[config.mk]
export PLATFORM = sky130hd
export DESIGN_NAME = weighted_rr_run_queue
export DESIGN_NICKNAME = d
export VERILOG_FILES = /design/src/design/wrq_pkg.sv /design/src/design/weighted_rr_run_queue.sv /design/src/design/wrq_ram.sv /design/src/design/wrq_cell.sv /design/src/design/wrq_chain.sv
export SDC_FILE = /design/constraint.sdc
export NUM_CORES = 2
export LEC_CHECK = 0
export BUFFER_PORTS_ARGS = -buffer_cell sky130_fd_sc_hd__buf_2
export CORE_UTILIZATION = 23
export CTS_CLUSTER_SIZE = 8
export DETAILED_ROUTE_END_ITERATION = 8
export PLACE_DENSITY = 0.42
export SYNTH_ARGS = -nofsm -noshare
export SYNTH_HDL_FRONTEND = slang
export SYNTH_SLANG_ARGS = --single-unit
[constraint.sdc]
create_clock -name clk -period 19.8 [get_ports clk]
set_clock_uncertainty 0.05 [all_clocks]
set_input_delay 0.99 -clock clk [delete_from_list [all_inputs] [get_ports clk]]
set_output_delay 0.99 -clock clk [all_outputs]
set_load 0.03 [all_outputs]
[src/design/wrq_pkg.sv]
// shared constants, codes and types of the weighted round-robin run queue
// no dependencies
package wrq_pkg;

  localparam int MAX_TASKS   = 64;
  localparam int SLICE_TICKS = 10;
  localparam int ID_W        = 6;
  localparam int NUM_IDS     = 2 ** ID_W;
  localparam int POS_W       = $clog2(MAX_TASKS);
  localparam int CNT_W       = $clog2(MAX_TASKS + 1);
  localparam int W_W         = 8;
  localparam int SLICE_W     = 12;
  localparam int SUM_W       = 14;
  localparam int STATUS_W    = 2;
  localparam int KIND_W      = 3;
  localparam int CFG_IDX_W   = 1;
  localparam int RAM_W       = W_W + SLICE_W;

  localparam int IN_DATA_W   = 8;
  localparam int IN_TASK_LO  = 0;
  localparam int IN_FG_BIT   = 6;

  localparam int OUT_DATA_W    = 48;
  localparam int OUT_STATUS_LO = 0;
  localparam int OUT_RESCHED   = 2;
  localparam int OUT_NVALID    = 3;
  localparam int OUT_NTASK_LO  = 4;
  localparam int OUT_SUM_LO    = 10;
  localparam int OUT_CNT_LO    = 24;
  localparam int OUT_SLICE_LO  = 31;
  localparam int OUT_PAD_W     = OUT_DATA_W - (OUT_SLICE_LO + SLICE_W);

  typedef enum logic [KIND_W-1:0] {
    KIND_SET_WEIGHT = 3'd0,
    KIND_ENQUEUE    = 3'd1,
    KIND_DEQUEUE    = 3'd2,
    KIND_TICK       = 3'd3,
    KIND_YIELD      = 3'd4
  } kind_t;

  typedef enum logic [STATUS_W-1:0] {
    ST_DONE   = 2'd0,
    ST_ABSENT = 2'd1,
    ST_QUEUED = 2'd2,
    ST_FULL   = 2'd3
  } status_t;

  typedef enum logic [CFG_IDX_W-1:0] {
    CFG_FG_WEIGHT = 1'b0,
    CFG_BG_WEIGHT = 1'b1
  } cfg_reg_t;

  typedef enum logic [1:0] {
    S_IDLE,
    S_LOOK,
    S_EXEC,
    S_DONE
  } fsm_state_t;

  // control broadcast from the sequencer to every cell of the queue row
  typedef struct packed {
    logic             match_en;
    logic [ID_W-1:0]  cmp_id;
    logic [CNT_W-1:0] count;
    logic             shift_en;
    logic [POS_W-1:0] pos;
    logic             load_en;
    logic [POS_W-1:0] load_pos;
    logic [ID_W-1:0]  load_id;
  } cell_ctl_t;

endpackage

[src/design/weighted_rr_run_queue.sv]
// weighted round-robin run queue: a sequencer over a row of queue cells
// result: registered in the done state after look and exec, held until out_tready
// a new transaction is taken only in idle, once the four-step sequencer
// (table lookup, table and totals update, chain shift, result report) has finished
// reset: synchronous active low; empties the queue, zeroes all task weights and
// slices at once, restores weights to 10 (foreground) and 1 (background)
module weighted_rr_run_queue
  import wrq_pkg::*;
(
  input  logic                  clk,
  input  logic                  rst_n,
  // configuration write channel
  input  logic                  cfg_valid,
  output logic                  cfg_ready,
  input  logic [CFG_IDX_W-1:0]  cfg_index,
  input  logic [W_W-1:0]        cfg_data,
  // input channel
  input  logic                  in_tvalid,
  output logic                  in_tready,
  input  logic [IN_DATA_W-1:0]  in_tdata,   // task_id[5:0], foreground[6], zero pad[7]
  input  logic [KIND_W-1:0]     in_tuser,   // kind[2:0]
  // result channel
  output logic                  out_tvalid,
  input  logic                  out_tready,
  output logic [OUT_DATA_W-1:0] out_tdata   // status[1:0], need_resched[2],
                                            // next_valid[3], next_task[9:4],
                                            // weight_sum[23:10], queued_count[30:24],
                                            // slice_remaining[42:31], zero pad[47:43]
);

  fsm_state_t state_r, state_nxt;

  logic [W_W-1:0]     fg_weight_r, bg_weight_r;
  logic [KIND_W-1:0]  kind_r;
  logic [ID_W-1:0]    task_r;
  logic               fg_r;

  logic [NUM_IDS-1:0] qmark_r;
  logic [NUM_IDS-1:0] wvld_r;
  logic [SUM_W-1:0]   total_r, total_nxt;
  logic [CNT_W-1:0]   count_r, count_nxt;

  logic [STATUS_W-1:0] status_r, status_nxt;
  logic                resched_r, resched_nxt;
  logic                shift_r, shift_nxt;
  logic                load_r, load_nxt;
  logic [POS_W-1:0]    load_pos_r, load_pos_nxt;
  logic [POS_W-1:0]    pos_r;
  logic [SLICE_W-1:0]  slice_r, slice_nxt;
  logic                qset, qclr;

  logic                  ram_we;
  logic                  wr_en;
  logic [W_W-1:0]        wr_w;
  logic [RAM_W-1:0]      ram_q;
  logic [W_W-1:0]        cur_w, cfg_w;
  logic [SLICE_W-1:0]    cur_s, fresh;
  logic [CNT_W-1:0]      cnt_dec;
  logic                  queued;

  logic                  in_accept;
  logic                  out_load;
  logic                  out_tvalid_r;
  logic [OUT_DATA_W-1:0] out_tdata_r;

  cell_ctl_t             ctl;
  logic [ID_W-1:0]       head_id;
  logic [POS_W-1:0]      match_pos;

  assign cfg_ready = 1'b1;
  assign in_tready = (state_r == S_IDLE);
  assign in_accept = in_tvalid && in_tready;
  assign out_load  = (state_r == S_DONE) && (!out_tvalid_r || out_tready);

  // ---------------------------------------------------------------- config
  always_ff @(posedge clk) begin
    if (!rst_n) begin
      fg_weight_r <= W_W'(10);
      bg_weight_r <= W_W'(1);
    end else if (cfg_valid && cfg_ready) begin
      case (cfg_index)
        CFG_FG_WEIGHT: fg_weight_r <= cfg_data;
        CFG_BG_WEIGHT: bg_weight_r <= cfg_data;
        default: ;
      endcase
    end
  end

  // ---------------------------------------------------------------- per-task table
  wrq_ram #(
    .WIDTH (RAM_W),
    .DEPTH (NUM_IDS)
  ) u_task_ram (
    .clk   (clk),
    .we    (ram_we),
    .waddr (task_r),
    .wdata ({wr_w, slice_nxt}),
    .raddr (in_tdata[IN_TASK_LO +: ID_W]),
    .rdata (ram_q)
  );

  // an entry never written reads as weight 0, slice 0
  assign cur_w   = wvld_r[task_r] ? ram_q[SLICE_W +: W_W] : '0;
  assign cur_s   = wvld_r[task_r] ? ram_q[0 +: SLICE_W] : '0;
  assign cfg_w   = fg_r ? fg_weight_r : bg_weight_r;
  assign fresh   = SLICE_W'(cur_w * SLICE_TICKS);
  assign queued  = qmark_r[task_r];
  assign cnt_dec = count_r - CNT_W'(1);
  assign ram_we  = (state_r == S_LOOK) && wr_en;

  // ---------------------------------------------------------------- operation decode
  always_comb begin
    status_nxt   = ST_DONE;
    resched_nxt  = 1'b0;
    shift_nxt    = 1'b0;
    load_nxt     = 1'b0;
    load_pos_nxt = count_r[POS_W-1:0];
    slice_nxt    = cur_s;
    wr_en        = 1'b0;
    wr_w         = cur_w;
    total_nxt    = total_r;
    count_nxt    = count_r;
    qset         = 1'b0;
    qclr         = 1'b0;
    case (kind_r)
      KIND_SET_WEIGHT: begin
        wr_en     = 1'b1;
        wr_w      = cfg_w;
        slice_nxt = SLICE_W'(cfg_w);
        if (queued) begin
          total_nxt = total_r - SUM_W'(cur_w) + SUM_W'(cfg_w);
        end
      end
      KIND_ENQUEUE: begin
        if (queued) begin
          status_nxt = ST_QUEUED;
        end else if (count_r >= CNT_W'(MAX_TASKS)) begin
          status_nxt = ST_FULL;
        end else begin
          load_nxt  = 1'b1;
          count_nxt = count_r + CNT_W'(1);
          qset      = 1'b1;
          slice_nxt = fresh;
          wr_en     = 1'b1;
          total_nxt = total_r + SUM_W'(cur_w);
        end
      end
      KIND_DEQUEUE: begin
        if (!queued) begin
          status_nxt = ST_ABSENT;
        end else begin
          shift_nxt = 1'b1;
          count_nxt = cnt_dec;
          qclr      = 1'b1;
          slice_nxt = '0;
          wr_en     = 1'b1;
          total_nxt = total_r - SUM_W'(cur_w);
        end
      end
      KIND_TICK: begin
        if (!queued) begin
          status_nxt = ST_ABSENT;
        end else if (cur_s <= SLICE_W'(1)) begin
          // slice used up: rotate to the tail
          shift_nxt    = 1'b1;
          load_nxt     = 1'b1;
          load_pos_nxt = cnt_dec[POS_W-1:0];
          slice_nxt    = fresh;
          resched_nxt  = 1'b1;
          wr_en        = 1'b1;
        end else begin
          slice_nxt = cur_s - SLICE_W'(1);
          wr_en     = 1'b1;
        end
      end
      KIND_YIELD: begin
        if (!queued) begin
          status_nxt = ST_ABSENT;
        end else begin
          shift_nxt    = 1'b1;
          load_nxt     = 1'b1;
          load_pos_nxt = cnt_dec[POS_W-1:0];
          slice_nxt    = fresh;
          wr_en        = 1'b1;
        end
      end
      default: ;
    endcase
  end

  // ---------------------------------------------------------------- sequencer
  always_ff @(posedge clk) begin
    if (!rst_n) begin
      state_r <= S_IDLE;
    end else begin
      state_r <= state_nxt;
    end
  end

  always_comb begin
    state_nxt = state_r;
    case (state_r)
      S_IDLE: begin
        if (in_accept) begin
          state_nxt = S_LOOK;
        end
      end
      S_LOOK: state_nxt = S_EXEC;
      S_EXEC: state_nxt = S_DONE;
      S_DONE: begin
        if (out_load) begin
          state_nxt = S_IDLE;
        end
      end
      default: state_nxt = S_IDLE;
    endcase
  end

  // totals and per-task flags
  always_ff @(posedge clk) begin
    if (!rst_n) begin
      qmark_r <= '0;
      wvld_r  <= '0;
      total_r <= '0;
      count_r <= '0;
    end else if (state_r == S_LOOK) begin
      total_r <= total_nxt;
      count_r <= count_nxt;
      if (qset) begin
        qmark_r[task_r] <= 1'b1;
      end else if (qclr) begin
        qmark_r[task_r] <= 1'b0;
      end
      if (wr_en) begin
        wvld_r[task_r] <= 1'b1;
      end
    end
  end

  // transaction payload and step plan
  always_ff @(posedge clk) begin
    if (in_accept) begin
      kind_r <= in_tuser;
      task_r <= in_tdata[IN_TASK_LO +: ID_W];
      fg_r   <= in_tdata[IN_FG_BIT];
    end
    if (state_r == S_LOOK) begin
      status_r   <= status_nxt;
      resched_r  <= resched_nxt;
      shift_r    <= shift_nxt;
      load_r     <= load_nxt;
      load_pos_r <= load_pos_nxt;
      pos_r      <= match_pos;
      slice_r    <= slice_nxt;
    end
  end

  // ---------------------------------------------------------------- queue row
  always_comb begin
    ctl.match_en = in_accept;
    ctl.cmp_id   = in_tdata[IN_TASK_LO +: ID_W];
    ctl.count    = count_r;
    ctl.shift_en = (state_r == S_EXEC) && shift_r;
    ctl.pos      = pos_r;
    ctl.load_en  = (state_r == S_EXEC) && load_r;
    ctl.load_pos = load_pos_r;
    ctl.load_id  = task_r;
  end

  wrq_chain u_chain (
    .clk       (clk),
    .ctl       (ctl),
    .head_id   (head_id),
    .match_pos (match_pos)
  );

  // ---------------------------------------------------------------- result register
  always_ff @(posedge clk) begin
    if (!rst_n) begin
      out_tvalid_r <= 1'b0;
    end else if (out_load) begin
      out_tvalid_r <= 1'b1;
    end else if (out_tready) begin
      out_tvalid_r <= 1'b0;
    end
  end

  always_ff @(posedge clk) begin
    if (out_load) begin
      out_tdata_r <= {
        {OUT_PAD_W{1'b0}},
        slice_r,
        count_r,
        total_r,
        (count_r != '0) ? head_id : {ID_W{1'b0}},
        (count_r != '0),
        resched_r,
        status_r
      };
    end
  end

  assign out_tvalid = out_tvalid_r;
  assign out_tdata  = out_tdata_r;

endmodule

[src/design/wrq_ram.sv]
// generic single-port-write, registered-read memory
// no dependencies
module wrq_ram #(
  parameter int WIDTH = 8,
  parameter int DEPTH = 64
) (
  input  logic                     clk,
  input  logic                     we,
  input  logic [$clog2(DEPTH)-1:0] waddr,
  input  logic [WIDTH-1:0]         wdata,
  input  logic [$clog2(DEPTH)-1:0] raddr,
  output logic [WIDTH-1:0]         rdata
);

  logic [WIDTH-1:0] mem_r [DEPTH];
  logic [WIDTH-1:0] rdata_r;

  always_ff @(posedge clk) begin
    if (we) begin
      mem_r[waddr] <= wdata;
    end
    rdata_r <= mem_r[raddr];
  end

  assign rdata = rdata_r;

endmodule

[src/design/wrq_cell.sv]
// one queue slot: holds a task id, matches it and shifts from its right neighbor
// depends on wrq_pkg
module wrq_cell
  import wrq_pkg::*;
(
  input  logic             clk,
  input  cell_ctl_t        ctl,
  input  logic [POS_W-1:0] idx,
  input  logic [ID_W-1:0]  nbr_id,
  output logic [ID_W-1:0]  slot_id,
  output logic             match
);

  logic [ID_W-1:0] slot_id_r;
  logic            match_r;
  logic            occupied;

  assign occupied = {1'b0, idx} < ctl.count;

  always_ff @(posedge clk) begin
    // a load at this slot wins over the shift of a rotate
    if (ctl.load_en && (idx == ctl.load_pos)) begin
      slot_id_r <= ctl.load_id;
    end else if (ctl.shift_en && (idx >= ctl.pos)) begin
      slot_id_r <= nbr_id;
    end
    if (ctl.match_en) begin
      match_r <= occupied && (slot_id_r == ctl.cmp_id);
    end
  end

  assign slot_id = slot_id_r;
  assign match   = match_r;

endmodule

[src/design/wrq_chain.sv]
// row of queue cells in order from head to tail, plus the match position encoder
// depends on wrq_pkg, wrq_cell
module wrq_chain
  import wrq_pkg::*;
(
  input  logic             clk,
  input  cell_ctl_t        ctl,
  output logic [ID_W-1:0]  head_id,
  output logic [POS_W-1:0] match_pos
);

  logic [ID_W-1:0]      slot_ids [MAX_TASKS];
  logic [ID_W-1:0]      nbr_ids  [MAX_TASKS];
  logic [MAX_TASKS-1:0] match_bits;

  for (genvar j = 0; j < MAX_TASKS; j++) begin : g_cell
    if (j == MAX_TASKS - 1) begin : g_last
      assign nbr_ids[j] = '0;
    end else begin : g_mid
      assign nbr_ids[j] = slot_ids[j+1];
    end

    wrq_cell u_cell (
      .clk     (clk),
      .ctl     (ctl),
      .idx     (POS_W'(j)),
      .nbr_id  (nbr_ids[j]),
      .slot_id (slot_ids[j]),
      .match   (match_bits[j])
    );
  end

  // ids in the queue are unique, so at most one match bit is set
  always_comb begin
    match_pos = '0;
    for (int j = 0; j < MAX_TASKS; j++) begin
      if (match_bits[j]) begin
        match_pos = match_pos | POS_W'(j);
      end
    end
  end

  assign head_id = slot_ids[0];

endmodule

Word level (Yosys, flattened, before mapping)

Memory sizes are Yosys's and may differ from the RTL's. A register that Yosys moved wholly into a read port is not among the register bits.
Index checks and enable logic that the tools add are counted.

Bits in registers: 697
Latch bits: 0
Bits in writable memories: 1,280
Bits in read-only memories: 0
Input bits: 25
Output and inout bits: 51
Logic and storage cells: 1,094
Memories: 1

Add/sub/neg operators: 6
$mul: 1
Divide/modulo/power cells: 0
Order comparisons: 131
Eq/ne operators: 148
Shifts and indexed selects: 0
Multiplexer cells: 372
Bitwise logic cells: 4
Reductions and logical operators: 279

Memory list:

| name             | depth | width | rd ports | clocked after Yosys merged registers in | write ports | RTL line      | source |
|---|---|---|---|---|---|---|---|
| u_task_ram.mem_r | 64    | 20    | 1        | 1                                       | 1           | wrq_ram.sv:15 | `logic [WIDTH-1:0] mem_r [DEPTH];` |

Operator list:

| cell                                                | count |
|---|---|
| 2-to-1 mux 6 bit                                    | 199 |
| 2-to-1 mux 64 bit                                   | 14 |
| == test 6 bit                                       | 63 |
| < comparator 6 x 7 -> 1 bit (first input constant)  | 32 |
| logical AND 1 bit                                   | 197 |
| == test 6 bit (first input constant)                | 32 |
| >= comparator 6 bit (first input constant)          | 32 |
| 2-to-1 mux 12 bit                                   | 15 |
| 2-to-1 mux 14 bit                                   | 11 |
| OR 64 bit                                           | 2 |
| nonzero test 2 bit                                  | 64 |
| < comparator 5 x 7 -> 1 bit (first input constant)  | 16 |
| 2-to-1 mux 8 bit                                    | 13 |
| == test 5 x 6 -> 1 bit (first input constant)       | 16 |
| >= comparator 5 x 6 -> 1 bit (first input constant) | 16 |
| 2-to-1 mux 5 bit                                    | 16 |
| AND 64 bit                                          | 1 |
| 2-to-1 mux 4 bit                                    | 16 |
| NOT 64 bit                                          | 1 |
| 2-to-1 mux 7 bit                                    | 9 |
| one-hot mux 12 bit (5 select lines)                 | 1 |
| < comparator 4 x 7 -> 1 bit (first input constant)  | 8 |
| == test 4 x 6 -> 1 bit (first input constant)       | 8 |
| >= comparator 4 x 6 -> 1 bit (first input constant) | 8 |
| 54 further kinds                                    | 151 |

Depth between registers and ports, before layout

Depth in word-level cells: 57
Mapped depth: 27
Mapped depth without buffers: 22

By module

Synthesis repeated with hierarchy kept, for this count alone.

Cell total of the unflattened synthesis: 7,965
Area total of the unflattened synthesis: 108,247.6 um2

Modules (own cells, without submodules):

| module                                   | instances | cells an instance | area an instance (um2) | seq. area each (um2) |
|---|---|---|---|---|
| wrq_ram                                  | 1         | 2,223             | 49,552.5               | 38,837.2 |
| wrq_cell (u_chain.g_cell[0].u_cell ...)  | 53        | 66                | 703.2                  | 210.2 |
| weighted_rr_run_queue                    | 1         | 1,444             | 13,386.6               | 5,825.6 |
| wrq_cell (u_chain.g_cell[58].u_cell ...) | 11        | 68                | 701.9                  | 210.2 |
| wrq_chain                                | 1         | 52                | 319.1                  | 0.0 |

Least setup slack after synthesis

No wires, ideal clock.

Kind: reg-to-reg
Start point: register task_r[0]
End point: register slice_r[10], data pin
Library setup time: 1.021 ns
Arrival time: 8.157 ns
Required time: 18.729 ns
Slack: 10.572 ns
Stages on the path, launching flop included: 21
Buffers on the path: 4
Clock period less this slack: 9.228 ns
Cell sequence: edfxtp_1 buf_6 buf_6 mux4_2 and3_1 a31oi_1 o211ai_1 or3_4 buf_2 buf_2 nand2_1 inv_1 ha_1 ha_1 inv_1 fa_1 inv_1 a21oi_1 o21bai_1 a31oi_1 o311ai_0

Cells in the longest elaborated chain, start to end: 10
Elaborated cells on any way between the ends: 24
Classes of those cells: 1 x add/sub; 1 x mul; 1 x order compare; 21 x mux

RTL lines:

| what                                                         | RTL line                                                   | source |
|---|---|---|
| from (decl)                                                  | weighted_rr_run_queue.sv:35                                | `logic [ID_W-1:0] task_r;` |
| from (signal assigned)                                       | weighted_rr_run_queue.sv:244                               | `task_r <= in_tdata[IN_TASK_LO +: ID_W];` |
| binary-select mux 1 bit (select 6 bit)                       | weighted_rr_run_queue.sv:103, weighted_rr_run_queue.sv:104 |  |
| 2-to-1 mux 1 bit (not written as such)                       | weighted_rr_run_queue.sv:103, weighted_rr_run_queue.sv:104 |  |
| 2-to-1 mux 8 bit / 2-to-1 mux 12 bit (equally long branches) | weighted_rr_run_queue.sv:103, weighted_rr_run_queue.sv:104 |  |
| multiplier 8 x 3 -> 11 bit (tied with other cells)           | weighted_rr_run_queue.sv:106                               | `assign fresh = SLICE_W'(cur_w * SLICE_TICKS);` |
| 2-to-1 mux 12 bit, on equally long branches                  | weighted_rr_run_queue.sv:163, weighted_rr_run_queue.sv:137 |  |
| 2-to-1 mux 12 bit, on equally long branches                  | weighted_rr_run_queue.sv:161, weighted_rr_run_queue.sv:135 |  |
| 2-to-1 mux 12 bit                                            | weighted_rr_run_queue.sv:125                               | `case (kind_r)` |
| 2-to-1 mux 12 bit, on equally long branches                  | weighted_rr_run_queue.sv:161, weighted_rr_run_queue.sv:135 |  |
| 2-to-1 mux 12 bit                                            | weighted_rr_run_queue.sv:125                               |  |
| one-hot mux 12 bit (5 select lines) *                        | weighted_rr_run_queue.sv:125                               |  |
| via slice_nxt[10]                                            | weighted_rr_run_queue.sv:49                                | `logic [SLICE_W-1:0] slice_r, slice_nxt;` |
| to (signal assigned)                                         | weighted_rr_run_queue.sv:254                               | `slice_r <= slice_nxt;` |
| to (decl)                                                    | weighted_rr_run_queue.sv:49                                |  |

The timed path passes the listed nets; every way through them passes the cells marked *. The select of a mux whose other input is x is not followed.
A chain may end at the register's enable or synchronous reset.

Worst setup path after layout

Start point: register task_r[0]
End point: memory u_task_ram.mem_r[3][10] in the netlist's numbering, data pin

Cells in the longest elaborated chain, start to end: 10
Elaborated cells on any way between the ends: 24
Classes of those cells: 1 x add/sub; 1 x mul; 1 x order compare; 21 x mux

RTL lines:

| what                                                         | RTL line |
|---|---|
| binary-select mux 1 bit (select 6 bit)                       | weighted_rr_run_queue.sv:103, weighted_rr_run_queue.sv:104 |
| 2-to-1 mux 1 bit (not written as such)                       | weighted_rr_run_queue.sv:103, weighted_rr_run_queue.sv:104 |
| 2-to-1 mux 8 bit / 2-to-1 mux 12 bit (equally long branches) | weighted_rr_run_queue.sv:103, weighted_rr_run_queue.sv:104 |
| multiplier 8 x 3 -> 11 bit (tied with other cells)           | weighted_rr_run_queue.sv:106 |
| 2-to-1 mux 12 bit, on equally long branches                  | weighted_rr_run_queue.sv:163, weighted_rr_run_queue.sv:137 |
| 2-to-1 mux 12 bit, on equally long branches                  | weighted_rr_run_queue.sv:161, weighted_rr_run_queue.sv:135 |
| 2-to-1 mux 12 bit                                            | weighted_rr_run_queue.sv:125 |
| 2-to-1 mux 12 bit, on equally long branches                  | weighted_rr_run_queue.sv:161, weighted_rr_run_queue.sv:135 |
| 2-to-1 mux 12 bit                                            | weighted_rr_run_queue.sv:125 |
| one-hot mux 12 bit (5 select lines) *                        | weighted_rr_run_queue.sv:125 |
| via slice_nxt[10]                                            | weighted_rr_run_queue.sv:49 |
| to (decl)                                                    | wrq_ram.sv:15 |

Marks and branches as above.

==> results.txt <==
outcome - finished with violations
failing checks - design-rule violations
Final Hold Fails - 0
Hold Worst Slack - 0.355 ns
share of layout cells above drive strength 1 - 24.6%
area grow syn2layout - 17.3%
sequential area share after synthesis - 67.5%
Post-Route WL - 280000 um
largest net degree at the start of global routing - 119
post-route cell area - 101000 um2
mux contribution to synthesized area - 15.1%
# resized after CTS - 0
commonest cells after routing, fill and taps aside - edfxtp_1, mux4_2, nand2_1
Total Routing Usage GR - 14.6%
via density per instance - 4.64
first-pass GRT wire length - 392000 um
power per cell area - 111 nW/um2
Syn Std Cell Area - 86100 um2
fin crit share - 39.8%
Initial DRC Count - 4472
Residual DRC - 30
post-synthesis register bit count - 1997
Place WS - 11.95 ns
core area - 372000 um2
Die H - 614 um
setup repair bufs after CTS - 0
CTS tree - yes
# nets final - 5544
gr busiest metal - met2
relative slew slack - 12.5%
die area - 377000 um2
Leak - 31.7 nW
Post-Synth Simple-Gate Area - 5.60%
xor/xnor share of the synthesized area - 4.21%
crit-path max FO - 65
Reg area - 58100 um2
gp weighted congestion - 0.828
PnR worst setup slack - 11.91 ns
critical path class - reg2reg
worst-case clock buffer depth - 4
Layout fillers - 37756
via count - 49032
setup TNS - 0 ns
critical path endpoint category - register
post-synthesis adder-cell area fraction - 0.762%
Post-CTS Hold Buffers - 0
PortBufs - 68
Placed Instance Area - 93000 um2
vias in the first global route - 50339
VDD IR max - 0.0607 mV
Post-synth EDFFs - 1809
met2 GRT Util - 24.5%
cts bufs inserted - 292
initial antenna violation count - 20
Compound-Gate Fraction of Synth Area - 5.08%
Arr. time, crit path - 8.33 ns
area of the multi-input gates - 27000 um2
max-cap viol count - 0
fraction of registers with async set/reset - 0%
CTS HTree Levels - 5
Die Width - 614 um
post-route ant nets - 0
largest family of logic cells by synthesized area - multiplexers
GR Util met3 - 1.96%
mean post-synth cell area - 16.3 um2
Root Buffer - clkbuf_16
I/O Pins - 76
DP Wirelength - 170000 um
commonest non-fill, non-tap cell in the layout - edfxtp_1
Global Route met1 Usage - 19.2%
crit start category - register
Synth cell types - 84
Starting Density - 23.1%
yosys warns - 0
per-cell routed wire length - 26.5 um
GRT Residual Overflow - 0
row cnt - 224
final max-slew violation count - 0
Worst-path clk slew - 0.05 ns
Synth Flop Type - edfxtp_1
Sink Count - 1997
Fmax achieved - 127 MHz
RSZ-0062 raised after global routing - no
Syn Inst Count - 5286
worst slew pin tran - 1.31 ns
Final min period - 7.89 ns
clock latency on the worst-skew pair - 0.86 ns
DRT Pass-1 Iters - 7
Worst EP required - 20.25 ns
final number of setup-violating endpoints - 0
Hold Path Class - in2reg
[through the flow]
stage	total power [mW]	cells	util, %
floorplan	6.08	5290	-
global placement	6.82	10147	25.0
detailed placement	6.84	10147	25.0
CTS	11.4	10531	27.1
global route	11.6	10546	27.1
finish	11.2	10556	27.1
[path summary, 6_finish.rpt]
check / start / endpoint / slack [ns] / cells past startpoint
worst max-delay path: task_r[0]$_DFFE_PP_ / u_task_ram.mem_r[3][10]$_DFFE_PP_ / 11.91 / 22
worst min-delay path: cfg_data[1] / fg_weight_r[1]$_SDFFE_PN1P_ / 0.35 / 3
worst max register to register: task_r[0]$_DFFE_PP_ / u_task_ram.mem_r[3][10]$_DFFE_PP_ / 11.91 / 22
worst min register to register: slice_r[0]$_DFFE_PP_ / out_tdata[31]$_DFFE_PP_ / 0.38 / 0
[registers in the layout, summed over array words and instances, names as in the netlist, 2 cells and up, named ones only]
register,cells
bg_weight_r,8
u_chain.g_cell.u_cell.slot_id,384
task_r,6
pos_r,6
slice_r,12
state_r,2
u_task_ram.rdata,20
out_tdata,43
load_pos_r,6
fg_weight_r,8
u_task_ram.mem_r,1280
count_r,7
kind_r,3
u_chain.g_cell.u_cell.match,63
status_r,2
wvld_r,64
total_r,14
[power breakdown]
group	internal (mW)	switching, mW
clock	2.70	1.79
combinational	0.425	1.20
sequential	4.99	0.116
[cells in the mapped netlist (54+ instances only)]
cell      number  area, um2
a21oi_1       91        455
buf_1         64        240
clkbuf_1     238        893
dfxtp_1      188       3760
edfxtp_1    1809      54300
mux2_2       261       2940
mux4_2       436       9820
nand2_1      422       1580
nand3_1       74        370
nand4_1       62        388
nor2_1       190        713
nor3_1        60        300
nor4_1        54        338
o21ai_0      328       1640
o311ai_0      55        482
xnor2_1      260       2280
xor2_1       154       1350
[critical path, stage by stage, from the launching register on]
cell,delay (ns)
edfxtp_1,0.95
buf_4,0.88
or3b_2,0.24
a21oi_1,0.07
o41ai_1,0.68
o211ai_1,0.37
or3_4,0.63
nand2_1,0.33
inv_1,0.20
ha_1,0.31
ha_1,0.21
inv_1,0.07
fa_1,0.20
inv_1,0.05
a21oi_1,0.14
o21bai_1,0.11
a31oi_1,0.47
or3b_2,0.22
mux2i_1,0.06
nor4_1,0.33
o22ai_1,0.17
o311ai_2,0.09
buf_4,0.64
[cell type report]
cell class	instances	area share, %
tap	4972	6.16
sequential	1997	57.5
multi-input combinational	2915	26.7
clock inverter	12	0.164
antenna	25	0.0619
inverter	40	0.149
clock buffer	372	7.68
timing repair buffer	223	1.58
[metal layers]
| layer | routed length (um) | share of wire (%) |
|---|---|---|
| met1 | 122000 | 44 |
| met2 | 137000 | 49 |
| met3 | 11700 | 4.2 |
| met4 | 9610 | 3.4 |
| met5 | 0 | 0 |
[kinds of logic after synthesis]
family,after synthesis
flops,1997
simple gates,1024
fa+ha+maj,50
mux,718
other cells,2
xor+xnor,414
buf+inv,378
compound gates,703
Note: power is estimated with default switching activity, not from simulation.
